### src/hdl/cta_pkg.sv
package cta_pkg;

  // default sizing
  localparam int CTA_TABLE_DEPTH  = 16;
  localparam int CTA_CORDIC_STEPS = 16;

  // fixed field and datapath widths
  localparam int INDEX_W   = 4;
  localparam int CORDIC_XW = 26;  // x, y with 8 extra fraction bits plus cordic growth
  localparam int CORDIC_ZW = 24;  // angle accumulator, 2^-20 rad units
  localparam int ATAN_W    = 20;
  localparam int ACC_W     = 34;  // exact complex product
  localparam int MPROD_W   = CORDIC_XW + 31;

  localparam logic signed [CORDIC_ZW-1:0] PI_UNITS     = 24'sd3294199;
  localparam logic        [29:0]          INV_GAIN_Q30 = 30'd652032874;
  localparam logic signed [16:0]          PI_Q13       = 17'sd25736;

  typedef enum logic [2:0] {
    CMD_WRITE    = 3'd0,
    CMD_MODULUS  = 3'd1,
    CMD_ARGUMENT = 3'd2,
    CMD_SUM      = 3'd3,
    CMD_PRODUCT  = 3'd4
  } cmd_t;

  typedef enum logic [2:0] {
    ST_IDLE,
    ST_LAUNCH,
    ST_CORDIC,
    ST_SCALE,
    ST_CPLX,
    ST_FINISH
  } state_t;

  typedef struct packed {
    logic        [2:0]         command;
    logic        [INDEX_W-1:0] index_a;
    logic        [INDEX_W-1:0] index_b;
    logic signed [15:0]        write_real;
    logic signed [15:0]        write_imag;
  } in_item_t;

  typedef struct packed {
    logic signed [15:0] result_real;
    logic signed [15:0] result_imag;
    logic        [15:0] magnitude;
    logic signed [15:0] angle;
    logic               zero_operand;
    logic               saturated;
  } out_item_t;

  typedef struct packed {
    logic signed [15:0] re;
    logic signed [15:0] im;
  } entry_t;

  // atan(2^-i) in units of 2^-20 rad
  function automatic logic [ATAN_W-1:0] atan_units(input logic [4:0] i);
    logic [ATAN_W-1:0] v;
    unique case (i)
      5'd0:    v = 20'd823550;
      5'd1:    v = 20'd486170;
      5'd2:    v = 20'd256879;
      5'd3:    v = 20'd130396;
      5'd4:    v = 20'd65451;
      5'd5:    v = 20'd32757;
      5'd6:    v = 20'd16383;
      5'd7:    v = 20'd8192;
      5'd8:    v = 20'd4096;
      5'd9:    v = 20'd2048;
      5'd10:   v = 20'd1024;
      5'd11:   v = 20'd512;
      5'd12:   v = 20'd256;
      5'd13:   v = 20'd128;
      5'd14:   v = 20'd64;
      5'd15:   v = 20'd32;
      5'd16:   v = 20'd16;
      5'd17:   v = 20'd8;
      5'd18:   v = 20'd4;
      5'd19:   v = 20'd2;
      5'd20:   v = 20'd1;
      5'd21:   v = 20'd1;
      default: v = 20'd0;
    endcase
    return v;
  endfunction

endpackage

### src/hdl/complex_table_alu.sv
// from acceptance to result valid: table read, then the cordic loop and gain scaling for a
// modulus, the cordic loop for an argument, the complex unit for sum and product; a zero entry
// skips the loop. throughput: one transaction at a time, set by the iterative cordic loop and
// the shared multiplier; a write or ignored command leaves the block idle, the next one following at once
// reset: control and output valid cleared at once; table entries undefined until written
module complex_table_alu import cta_pkg::*; #(
  parameter int TABLE_DEPTH  = CTA_TABLE_DEPTH,
  parameter int CORDIC_STEPS = CTA_CORDIC_STEPS
) (
  input  logic      clk,
  input  logic      rst,
  input  logic      in_valid,
  output logic      in_ready,
  input  in_item_t  in_item,
  output logic      out_valid,
  input  logic      out_ready,
  output out_item_t out_item
);

  state_t state, state_next;

  logic [2:0] cmd_q;
  logic       zero_q;

  // table interface
  logic   accept;
  logic   is_read;
  logic   wr_en;
  logic   rd_en;
  entry_t rd_a, rd_b;
  entry_t wr_entry;

  // unit handshakes
  logic cordic_start, cordic_done;
  logic cplx_start, cplx_done;
  logic load_out;
  logic a_zero;
  logic q_is_vec;

  logic signed [CORDIC_XW-1:0] cx;
  logic signed [CORDIC_ZW-1:0] cz;
  logic signed [15:0]          c_real, c_imag;
  logic                        c_sat;

  // modulus scaling
  logic signed [MPROD_W-1:0] mag_prod;
  logic signed [26:0]        mag_m;
  logic signed [26:0]        mag_r;
  logic        [15:0]        mag_final;

  // argument rounding
  logic signed [CORDIC_ZW-1:0] z_rnd;
  logic signed [16:0]          ang_a;
  logic signed [15:0]          ang_final;

  out_item_t res;

  assign accept   = in_valid && in_ready;
  assign wr_entry = '{re: in_item.write_real, im: in_item.write_imag};
  assign a_zero   = (rd_a.re == 16'sd0) && (rd_a.im == 16'sd0);
  assign q_is_vec = (cmd_q == CMD_MODULUS) || (cmd_q == CMD_ARGUMENT);

  always_comb begin
    unique case (in_item.command)
      CMD_MODULUS, CMD_ARGUMENT, CMD_SUM, CMD_PRODUCT: is_read = 1'b1;
      default:                                         is_read = 1'b0;
    endcase
  end

  // state register and captured command
  always_ff @(posedge clk) begin
    if (rst) begin
      state <= ST_IDLE;
    end else begin
      state <= state_next;
    end
  end

  always_ff @(posedge clk) begin
    if (accept) begin
      cmd_q <= in_item.command;
    end
    if (state == ST_LAUNCH) begin
      zero_q <= a_zero;
    end
  end

  // next state
  always_comb begin
    state_next = state;
    unique case (state)
      ST_IDLE: begin
        if (in_valid && is_read) begin
          state_next = ST_LAUNCH;
        end
      end
      ST_LAUNCH: begin
        if (q_is_vec) begin
          state_next = a_zero ? ST_FINISH : ST_CORDIC;
        end else begin
          state_next = ST_CPLX;
        end
      end
      ST_CORDIC: begin
        if (cordic_done) begin
          state_next = (cmd_q == CMD_MODULUS) ? ST_SCALE : ST_FINISH;
        end
      end
      ST_SCALE: state_next = ST_FINISH;
      ST_CPLX: begin
        if (cplx_done) begin
          state_next = ST_FINISH;
        end
      end
      ST_FINISH: begin
        if (load_out) begin
          state_next = ST_IDLE;
        end
      end
      default: state_next = ST_IDLE;
    endcase
  end

  // control outputs
  always_comb begin
    in_ready     = (state == ST_IDLE);
    wr_en        = accept && (in_item.command == CMD_WRITE);
    rd_en        = accept && is_read;
    cordic_start = (state == ST_LAUNCH) && q_is_vec && !a_zero;
    cplx_start   = (state == ST_LAUNCH) && !q_is_vec;
    load_out     = (state == ST_FINISH) && (!out_valid || out_ready);
  end

  // write and read never share a cycle, so the table needs no bypass
  cta_table #(
    .DEPTH(TABLE_DEPTH)
  ) u_table (
    .clk        (clk),
    .rst        (rst),
    .wr_en      (wr_en),
    .wr_index   (in_item.index_a),
    .wr_data    (wr_entry),
    .rd_en      (rd_en),
    .rd_index_a (in_item.index_a),
    .rd_index_b (in_item.index_b),
    .rd_data_a  (rd_a),
    .rd_data_b  (rd_b)
  );

  cta_cordic #(
    .STEPS(CORDIC_STEPS)
  ) u_cordic (
    .clk   (clk),
    .rst   (rst),
    .start (cordic_start),
    .re    (rd_a.re),
    .im    (rd_a.im),
    .done  (cordic_done),
    .x_out (cx),
    .z_out (cz)
  );

  cta_cplx u_cplx (
    .clk        (clk),
    .rst        (rst),
    .start      (cplx_start),
    .is_product (cmd_q == CMD_PRODUCT),
    .op_a       (rd_a),
    .op_b       (rd_b),
    .done       (cplx_done),
    .res_real   (c_real),
    .res_imag   (c_imag),
    .sat        (c_sat)
  );

  // gain correction, registered before the rounding step
  always_ff @(posedge clk) begin
    if (state == ST_SCALE) begin
      mag_prod <= cx * $signed({1'b0, INV_GAIN_Q30});
    end
  end

  assign mag_m = mag_prod[MPROD_W-1:30];
  assign mag_r = (mag_m + 27'sd128) >>> 8;

  always_comb begin
    if (mag_r < 0) begin
      mag_final = 16'd0;
    end else if (mag_r > 27'sd65535) begin
      mag_final = 16'hffff;
    end else begin
      mag_final = mag_r[15:0];
    end
  end

  // 2^-20 rad down to q3.13, half up
  assign z_rnd = cz + CORDIC_ZW'(64);
  assign ang_a = z_rnd[CORDIC_ZW-1:7];

  always_comb begin
    if (ang_a > PI_Q13) begin
      ang_final = PI_Q13[15:0];
    end else if (ang_a < -PI_Q13) begin
      ang_final = 16'(-PI_Q13);
    end else begin
      ang_final = ang_a[15:0];
    end
  end

  // fields the command does not produce stay zero
  always_comb begin
    res = '0;
    unique case (cmd_q)
      CMD_MODULUS: begin
        res.magnitude = zero_q ? 16'd0 : mag_final;
      end
      CMD_ARGUMENT: begin
        res.angle        = zero_q ? 16'sd0 : ang_final;
        res.zero_operand = zero_q;
      end
      CMD_SUM, CMD_PRODUCT: begin
        res.result_real = c_real;
        res.result_imag = c_imag;
        res.saturated   = c_sat;
      end
      default: res = '0;
    endcase
  end

  // output register: holds a finished transaction while the sink stalls
  always_ff @(posedge clk) begin
    if (rst) begin
      out_valid <= 1'b0;
    end else if (load_out) begin
      out_valid <= 1'b1;
    end else if (out_ready) begin
      out_valid <= 1'b0;
    end
  end

  always_ff @(posedge clk) begin
    if (load_out) begin
      out_item <= res;
    end
  end

endmodule

### src/hdl/cta_table.sv
module cta_table import cta_pkg::*; #(
  parameter int DEPTH = CTA_TABLE_DEPTH
) (
  input  logic               clk,
  input  logic               rst,
  input  logic               wr_en,
  input  logic [INDEX_W-1:0] wr_index,
  input  entry_t             wr_data,
  input  logic               rd_en,
  input  logic [INDEX_W-1:0] rd_index_a,
  input  logic [INDEX_W-1:0] rd_index_b,
  output entry_t             rd_data_a,
  output entry_t             rd_data_b
);

  localparam int AW = (DEPTH > 1) ? $clog2(DEPTH) : 1;

  entry_t mem [DEPTH];
  entry_t rd_a;
  entry_t rd_b;
  logic   miss_a;
  logic   miss_b;

  logic wr_ok, ok_a, ok_b;

  // indices past the depth write nothing and read as zero
  assign wr_ok = {5'd0, wr_index}   < 9'(DEPTH);
  assign ok_a  = {5'd0, rd_index_a} < 9'(DEPTH);
  assign ok_b  = {5'd0, rd_index_b} < 9'(DEPTH);

  always_ff @(posedge clk) begin
    if (wr_en && wr_ok) begin
      mem[AW'(wr_index)] <= wr_data;
    end
  end

  always_ff @(posedge clk) begin
    if (rd_en) begin
      rd_a <= mem[AW'(rd_index_a)];
      rd_b <= mem[AW'(rd_index_b)];
    end
  end

  always_ff @(posedge clk) begin
    if (rst) begin
      miss_a <= 1'b0;
      miss_b <= 1'b0;
    end else if (rd_en) begin
      miss_a <= !ok_a;
      miss_b <= !ok_b;
    end
  end

  assign rd_data_a = miss_a ? '0 : rd_a;
  assign rd_data_b = miss_b ? '0 : rd_b;

endmodule

### src/hdl/cta_cordic.sv
module cta_cordic import cta_pkg::*; #(
  parameter int STEPS = CTA_CORDIC_STEPS
) (
  input  logic                        clk,
  input  logic                        rst,
  input  logic                        start,
  input  logic signed [15:0]          re,
  input  logic signed [15:0]          im,
  output logic                        done,
  output logic signed [CORDIC_XW-1:0] x_out,
  output logic signed [CORDIC_ZW-1:0] z_out
);

  localparam int IW = (STEPS > 1) ? $clog2(STEPS) : 1;

  logic signed [CORDIC_XW-1:0] x, y;
  logic signed [CORDIC_ZW-1:0] z;
  logic        [IW-1:0]        step;
  logic                        busy;

  logic signed [CORDIC_XW-1:0] x0, y0, dx, dy;
  logic signed [CORDIC_ZW-1:0] da;

  // operand with 8 more fraction bits
  assign x0 = $signed({{2{re[15]}}, re, 8'd0});
  assign y0 = $signed({{2{im[15]}}, im, 8'd0});

  assign dx = y >>> step;
  assign dy = x >>> step;
  assign da = $signed(CORDIC_ZW'(atan_units(5'(step))));

  always_ff @(posedge clk) begin
    if (rst) begin
      busy <= 1'b0;
      done <= 1'b0;
      step <= '0;
    end else begin
      done <= 1'b0;
      if (start) begin
        busy <= 1'b1;
        step <= '0;
      end else if (busy) begin
        if (step == IW'(STEPS - 1)) begin
          busy <= 1'b0;
          done <= 1'b1;
        end else begin
          step <= step + 1'b1;
        end
      end
    end
  end

  always_ff @(posedge clk) begin
    if (start) begin
      // left half plane: turn by pi first
      if (re < 0) begin
        x <= -x0;
        y <= -y0;
        z <= (im >= 0) ? PI_UNITS : -PI_UNITS;
      end else begin
        x <= x0;
        y <= y0;
        z <= '0;
      end
    end else if (busy) begin
      if (y >= 0) begin
        x <= x + dx;
        y <= y - dy;
        z <= z + da;
      end else begin
        x <= x - dx;
        y <= y + dy;
        z <= z - da;
      end
    end
  end

  assign x_out = x;
  assign z_out = z;

endmodule

### src/hdl/cta_cplx.sv
module cta_cplx import cta_pkg::*; (
  input  logic               clk,
  input  logic               rst,
  input  logic               start,
  input  logic               is_product,
  input  entry_t             op_a,
  input  entry_t             op_b,
  output logic               done,
  output logic signed [15:0] res_real,
  output logic signed [15:0] res_imag,
  output logic               sat
);

  logic signed [ACC_W-1:0] acc_r, acc_i;
  logic signed [31:0]      prod;
  logic                    mode_prod;
  logic                    issue;
  logic [1:0]              cnt;
  logic                    pvalid;
  logic [1:0]              pstep;

  logic signed [15:0]      mx, my;
  logic signed [ACC_W-1:0] fin_r, fin_i;
  logic                    sat_r, sat_i;

  // partial product order: ar*br, ai*bi, ar*bi, ai*br
  always_comb begin
    unique case (cnt)
      2'd0: begin mx = op_a.re; my = op_b.re; end
      2'd1: begin mx = op_a.im; my = op_b.im; end
      2'd2: begin mx = op_a.re; my = op_b.im; end
      default: begin mx = op_a.im; my = op_b.re; end
    endcase
  end

  always_ff @(posedge clk) begin
    if (rst) begin
      issue  <= 1'b0;
      pvalid <= 1'b0;
      done   <= 1'b0;
      cnt    <= '0;
    end else begin
      done   <= 1'b0;
      pvalid <= issue;
      if (start) begin
        issue <= is_product;
        cnt   <= '0;
        done  <= !is_product;
      end else if (issue) begin
        cnt <= cnt + 1'b1;
        if (cnt == 2'd3) begin
          issue <= 1'b0;
        end
      end
      if (pvalid && pstep == 2'd3) begin
        done <= 1'b1;
      end
    end
  end

  always_ff @(posedge clk) begin
    prod  <= mx * my;
    pstep <= cnt;
    if (start) begin
      mode_prod <= is_product;
      if (is_product) begin
        acc_r <= '0;
        acc_i <= '0;
      end else begin
        acc_r <= ACC_W'(op_a.re) + ACC_W'(op_b.re);
        acc_i <= ACC_W'(op_a.im) + ACC_W'(op_b.im);
      end
    end else if (pvalid) begin
      unique case (pstep)
        2'd0: acc_r <= acc_r + ACC_W'(prod);
        2'd1: acc_r <= acc_r - ACC_W'(prod);
        default: acc_i <= acc_i + ACC_W'(prod);
      endcase
    end
  end

  // product rounds half up by 2^-8 before clipping
  assign fin_r = mode_prod ? ((acc_r + ACC_W'(128)) >>> 8) : acc_r;
  assign fin_i = mode_prod ? ((acc_i + ACC_W'(128)) >>> 8) : acc_i;

  assign sat_r = (fin_r > ACC_W'(32767)) || (fin_r < -ACC_W'(32768));
  assign sat_i = (fin_i > ACC_W'(32767)) || (fin_i < -ACC_W'(32768));

  always_comb begin
    if (fin_r > ACC_W'(32767)) begin
      res_real = 16'sh7fff;
    end else if (fin_r < -ACC_W'(32768)) begin
      res_real = -16'sh8000;
    end else begin
      res_real = fin_r[15:0];
    end
    if (fin_i > ACC_W'(32767)) begin
      res_imag = 16'sh7fff;
    end else if (fin_i < -ACC_W'(32768)) begin
      res_imag = -16'sh8000;
    end else begin
      res_imag = fin_i[15:0];
    end
  end

  assign sat = sat_r || sat_i;

endmodule
### config.mk
export PLATFORM = sky130hd
export DESIGN_NAME = complex_table_alu
export DESIGN_NICKNAME = d
export VERILOG_FILES = /design/src/hdl/cta_pkg.sv /design/src/hdl/complex_table_alu.sv /design/src/hdl/cta_table.sv /design/src/hdl/cta_cordic.sv /design/src/hdl/cta_cplx.sv
export SDC_FILE = /design/constraint.sdc
export NUM_CORES = 2
export LEC_CHECK = 0
export BUFFER_PORTS_ARGS = -buffer_cell sky130_fd_sc_hd__buf_2
export CORE_MARGIN = 2
export CORE_UTILIZATION = 31
export DETAILED_ROUTE_END_ITERATION = 10
export SYNTH_ARGS = -nofsm -noshare
export SYNTH_HDL_FRONTEND = slang
export SYNTH_SLANG_ARGS = --single-unit
### constraint.sdc
create_clock -name clk -period 8.1 [get_ports clk]
set_clock_uncertainty 0.05 [all_clocks]
set_input_delay 1.62 -clock clk [delete_from_list [all_inputs] [get_ports clk]]
set_output_delay 1.62 -clock clk [all_outputs]
set_load 0.02 [all_outputs]
* Yosys cells after proc, flatten, opt, wreduce, memory -nomap -nowiden
Memory sizes are Yosys's and may differ from the RTL's. A register that Yosys moved wholly into a read port is not among the register bits.
Cells that the tools add are included.
** Storage, ports and cells
- Bits in latches :: 0
- Bits in writable memories :: 512
- Bits in read-only memories :: 320
- Output and inout bits :: 68
- Logic and storage cells :: 198
- Register bits after elaboration :: 320
- Input port bits :: 47
- Memories :: 2
** Memory list
- u_table.mem :: words 16, bits a word 32, rd ports 2, clocked after Yosys merged registers in 2, wr ports 1, line cta_table.sv:18 : entry_t mem [DEPTH];
- (no name shown) :: words 16, bits a word 20, rd ports 1, clocked after Yosys merged registers in 1, wr ports 0, line cta_pkg.sv:61 : unique case (i)
** Operators by class
- $add $sub $neg :: 19
- $lt $le $gt $ge :: 11
- Multiply operators :: 2
- Shifts and indexed selects :: 2
- Bitwise operators :: 5
- Div/mod/pow operators :: 0
- Equality and inequality tests :: 24
- Multiplexer cells :: 56
- Reduce and logical (&&, ||, !) cells :: 47
** Operator list (number)
- two-way mux 34 bit :: 9
- two-way mux 26 bit :: 8
- two-way mux 24 bit :: 5
- two-way mux 16 bit :: 6
- adder 34 x 32 -> 34 bit :: 2
- adder 34 x 9 -> 34 bit (second input constant) :: 2
- greater-than comparator 34 x 16 -> 1 bit (second input constant) :: 2
- less-than comparator 34 x 16 -> 1 bit (second input constant) :: 2
- case mux 34 bit (2 select lines) :: 1
- multiplier 26 x 30 -> 56 bit (second input constant) :: 1
- adder 26 bit :: 2
- negator 24 -> 26 bit :: 2
- >>> shifter 26 x 4 -> 26 bit :: 2
- subtractor 26 bit :: 2
- two-way mux 15 bit :: 3
- adder 16 x 16 -> 17 bit :: 2
- subtractor 34 x 32 -> 34 bit :: 1
- zero test 16 bit :: 2
- multiplier 16 x 16 -> 32 bit :: 1
- adder 27 x 9 -> 27 bit (second input constant) :: 1
- >= comparator 26 x 1 -> 1 bit (second input constant) :: 1
- adder 24 x 21 -> 24 bit :: 1
- adder 24 x 8 -> 24 bit (second input constant) :: 1
- subtractor 24 x 21 -> 24 bit :: 1
- other kinds (33) :: 106

* Logic depth before layout (Yosys ltp)
- Depth after elaboration :: 6
- Depth in mapped cells :: 31
- Mapped depth without buffers :: 29

* Cells and area by module
A second synthesis with hierarchy kept.
** Unflattened totals
- Cells, all modules :: 6684
- Area, all modules :: 75518.7 um^2
** Modules (own cells, without submodules)
- cta_table :: sequential area each 17296.6 um^2, instances 1, area an instance 24828.8 um^2, cells an instance 1141
- cta_cplx :: sequential area each 2852.7 um^2, instances 1, area an instance 20960.1 um^2, cells an instance 2467
- complex_table_alu :: sequential area each 2782.7 um^2, instances 1, area an instance 17600.6 um^2, cells an instance 1691
- cta_cordic :: sequential area each 2802.7 um^2, instances 1, area an instance 12129.1 um^2, cells an instance 1385

* Least setup slack after synthesis
OpenSTA, ideal clock, no wires.
- Kind :: input-to-reg
- Start :: input port in_item[41] in the netlist's numbering
- End :: register, netlist name u_table.rd_a[0]
- Setup time :: 644 ps
- Arrival :: 7926 ps
- Cell stages on the path :: 3
- Buffers on the path :: 0
- Required time :: 7406 ps
- Slack :: -520 ps
- Cell sequence :: o21ai_0 > nand3b_1 > nor4_1
** On the way
- Cells in the longest elaborated chain, start to end :: 4
- Elaborated cells on any way between the ends :: 7
- Classes of those cells :: 4 x eq/ne; 1 x mux; 2 x reduce/logical
** Ends and longest elaborated chain
- start: declaration :: line complex_table_alu.sv:14 : input in_item_t in_item,
- == test 3 x 1 -> 1 bit, or another cell as far along :: line complex_table_alu.sv:64 : unique case (in_item.command)
- OR reduction 4 bit (*) :: line complex_table_alu.sv:64
- two-way mux 1 bit (*) :: line complex_table_alu.sv:64
- logical AND 1 bit (*) :: line complex_table_alu.sv:128 : rd_en = accept && is_read;
- net rd_en :: line complex_table_alu.sv:29 : logic rd_en;
The timed path passes the listed nets; every way through them passes the cells marked *.
A chain may end at the register's enable or synchronous reset.

* Worst setup path after layout
- Start :: register u_cordic.x[22], in the netlist u_cordic.x_out[22]
- End :: register mag_prod[56], data pin
** On the way
- Cells in the longest elaborated chain, start to end :: 1
** Ends and longest elaborated chain
- start: declaration :: line cta_cordic.sv:16 : logic signed [CORDIC_XW-1:0] x, y;
- start signal: assignment :: line cta_cordic.sv:57 : x <= -x0;
- start signal: assignment :: line cta_cordic.sv:67 : x <= x + dx;
- start signal: assignment :: line cta_cordic.sv:71 : x <= x - dx;
- multiplier 26 x 30 -> 56 bit :: line complex_table_alu.sv:179 : mag_prod <= cx * $signed({1'b0, INV_GAIN_Q30});
- end signal: assignment :: line complex_table_alu.sv:179
- end: declaration :: line complex_table_alu.sv:46 : logic signed [MPROD_W-1:0] mag_prod;
No other way between the ends.

==> results.cfg <==
[yosys]
ys_seq_elements = 880
syn-cell-area_um2 = 74200
yosysWarnings = 0
async_reset_ff_share_pct = 0
synth_ff_type = edfxtp_1
avgSynthCellArea_um2 = 11.7
ys_types = 99
yosysTopAreaCell = edfxtp_1
ys_top_cells_by_area = edfxtp_1, fa_1, mux4_2, ha_1, inv_1
netlist_instances = 6316
synth_top_area_share_pct = 32.8
seq_area_frac_synth_pct = 34.7
syn-num-nets = 7482
synth_edf_count = 811

[worst_setup_path]
worst_setup_path_end_kind = register
start_kind = register
cpMaxStageDelayCell = fa_1
crit_buf_inv = 5
crit_family = adder cells
crit_required_ns = 8.53
critPathMaxStageDelay_ns = 0.62
crit_arrival_ns = 8.18
path_class = register to register
crit_chain = ha_1 > inv_1 > fa_1 > fa_1 > inv_1 > fa_1 > fa_1 > fa_1 > inv_1 > fa_1 > inv_1 > ha_1 > a21o_1 > a21o_1 > a21oi_1 > o211ai_1 > o2111ai_2 > a21oi_1 > a2111oi_1 > buf_4 > nor2_1 > a31oi_1 > o21ai_0 > xnor2_1
crit_path_max_fanout = 7
crit_top_cell = fa_1

[timing]
worst_pin_slew_ns = 1.12
max_freq_mhz = 129
hold_viol = 0
finalMaxSlewViolations = 0
setup_violations = 0
fin_crit_ns = 7.75
fin_crit_sh_pct = 95.7
grt_setup_unrepaired = true
setup_ws_ns = 0.348
relSlewSlack_pct = 23.4

[die]
rows = 179
pin_count = 115
start_util_pct = 31.2
core_area_um2 = 238000
fp.dieW_um = 493
die-area_um2 = 243000
dieHeight_um = 493

[detailed_routing]
num_vias = 50700
drc = 16
viasPerCell = 5.23
drt-wirelength-per-cell_um = 22.4
postRouteWirelength_mm = 217
drtAntennaViolNets = 0
drt_first_pass_iters = 11
first_iter_violations = 3975

[grt]
grt_start_max_net_pins = 92
antenna_found_initial = 32
track_usage_pct = 17.7
grt_pass1_wl_mm = 328
grt_overflow_total = 0
grt_pass1_vias = 52000

[cts]
htree_levels = 3
cts_hold_buffers = 0
ctsResizeCount = 2
cts-root-buf = clkbuf_16
cts_tree = built
cts_max_path_buffers = 3
cts_made_buffers = 99
post_cts_buffers = 0
clk_pin_slew_ns = 0.06
clock_latency_ns = 0.76
clock_sinks = 880

[placement]
post-place-ws_ns = -0.139
portBuffers = 114
dp_hpwl_mm = 163
place_area_um2 = 78800
gp_congestion = 0.963
place_inst = 9501

[run_status]
violations = design-rule violations
status = complete, but fails checks

[final_layout]
fin_util_pct = 34.5
area_delta_synth_final_pct = 10.7
fillers = 23500
stdcell_area_um2 = 82100
nets = 7601
drive_above_1_share_pct = 13.6
fin_cells = 9692
mostFrequentLayoutCell = inv_1
layout_common_cells = inv_1, edfxtp_1, fa_1, ha_1, nand2_1

[job]
cap_violations = 0

[worst_hold_path]
hold_path_class = register to register
==> cells by family (layout without fill, tap and decap cells) <==
logic type      Yosys count  after routing  share of synthesized area (%)
other cells               0              7                              0
flops                   880            880                           34.7
xor+xnor                389            389                           4.59
buf+inv                1092           1294                           5.81
mux                     504            504                           13.5
compound gates          990            990                           8.21
simple gates           1341           1341                           8.38
fa+ha+maj              1120           1120                           24.8
==> synthesized netlist by cell type, types with 83 or more instances <==
master	instances
a21o_1	83
a21oi_1	275
clkbuf_1	158
edfxtp_1	811
fa_1	588
ha_1	531
inv_1	867
mux4_2	375
nand2_1	439
nand3_1	105
nor2_1	404
o21ai_0	287
xnor2_1	235
xor2_1	154
==> cell type report <==
cell class              instances  area [um2]  share of cell area (%)
clock inverters                54         569                   0.693
well taps                    3167        3960                    4.83
multi-input cells            4344       44300                    54.0
flip-flops and latches        880       25700                    31.3
clock buffers                 130        2680                    3.27
diodes                          7        17.5                  0.0213
repair buffers                239        1560                    1.90
inverters                     871        3270                    3.98
==> path summary, 6_finish.rpt <==
path,start,slack (ns),cells past startpoint,end
min,u_cplx.cnt[0],0.35,0,u_cplx.pstep[0]
max reg2reg,u_cordic.x_out[22],0.35,24,mag_prod[56]
max,u_cordic.x_out[22],0.35,24,mag_prod[56]
min reg2reg,u_cplx.cnt[0],0.35,0,u_cplx.pstep[0]
==> through the flow <==
stage / hold slack (ns) / setup TNS, ns
finish: 0.350 / 0
CTS: 0.350 / 0
floorplan: 0.329 / 0
global placement: 0.337 / 0
global route: 0.355 / -0.0390
detailed placement: 0.341 / -0.147
==> sequential cells by signal, summed over array words and instances (netlist names), 2 cells and up <==
name            count
out_item           66
u_cplx.pstep        2
u_cordic.step       4
mag_prod           20
u_cplx.prod        32
state               3
u_cordic.x_out     26
u_cordic.z_out     24
u_cordic.y         26
u_cplx.acc_r       34
cmd_q               3
u_table.mem       512
u_table.rd_a       32
u_cplx.acc_i       34
u_cordic.da        20
u_cplx.cnt          2
u_table.rd_b       32
==> routing by layer <==
layer | part of all wire, % | up-vias | GRT usage [%]
met4 | 2.8 | 22 | 5.05
met2 | 47 | 1595 | 28.9
met5 | 0.065 | - | 0
met1 | 44 | 26100 | 24.5
li1 | - | 22700 | -
met3 | 6.2 | 294 | 2.54
Power is not shown: default switching activity piles up to over one toggle a cycle in this logic, so the estimate is an artifact.
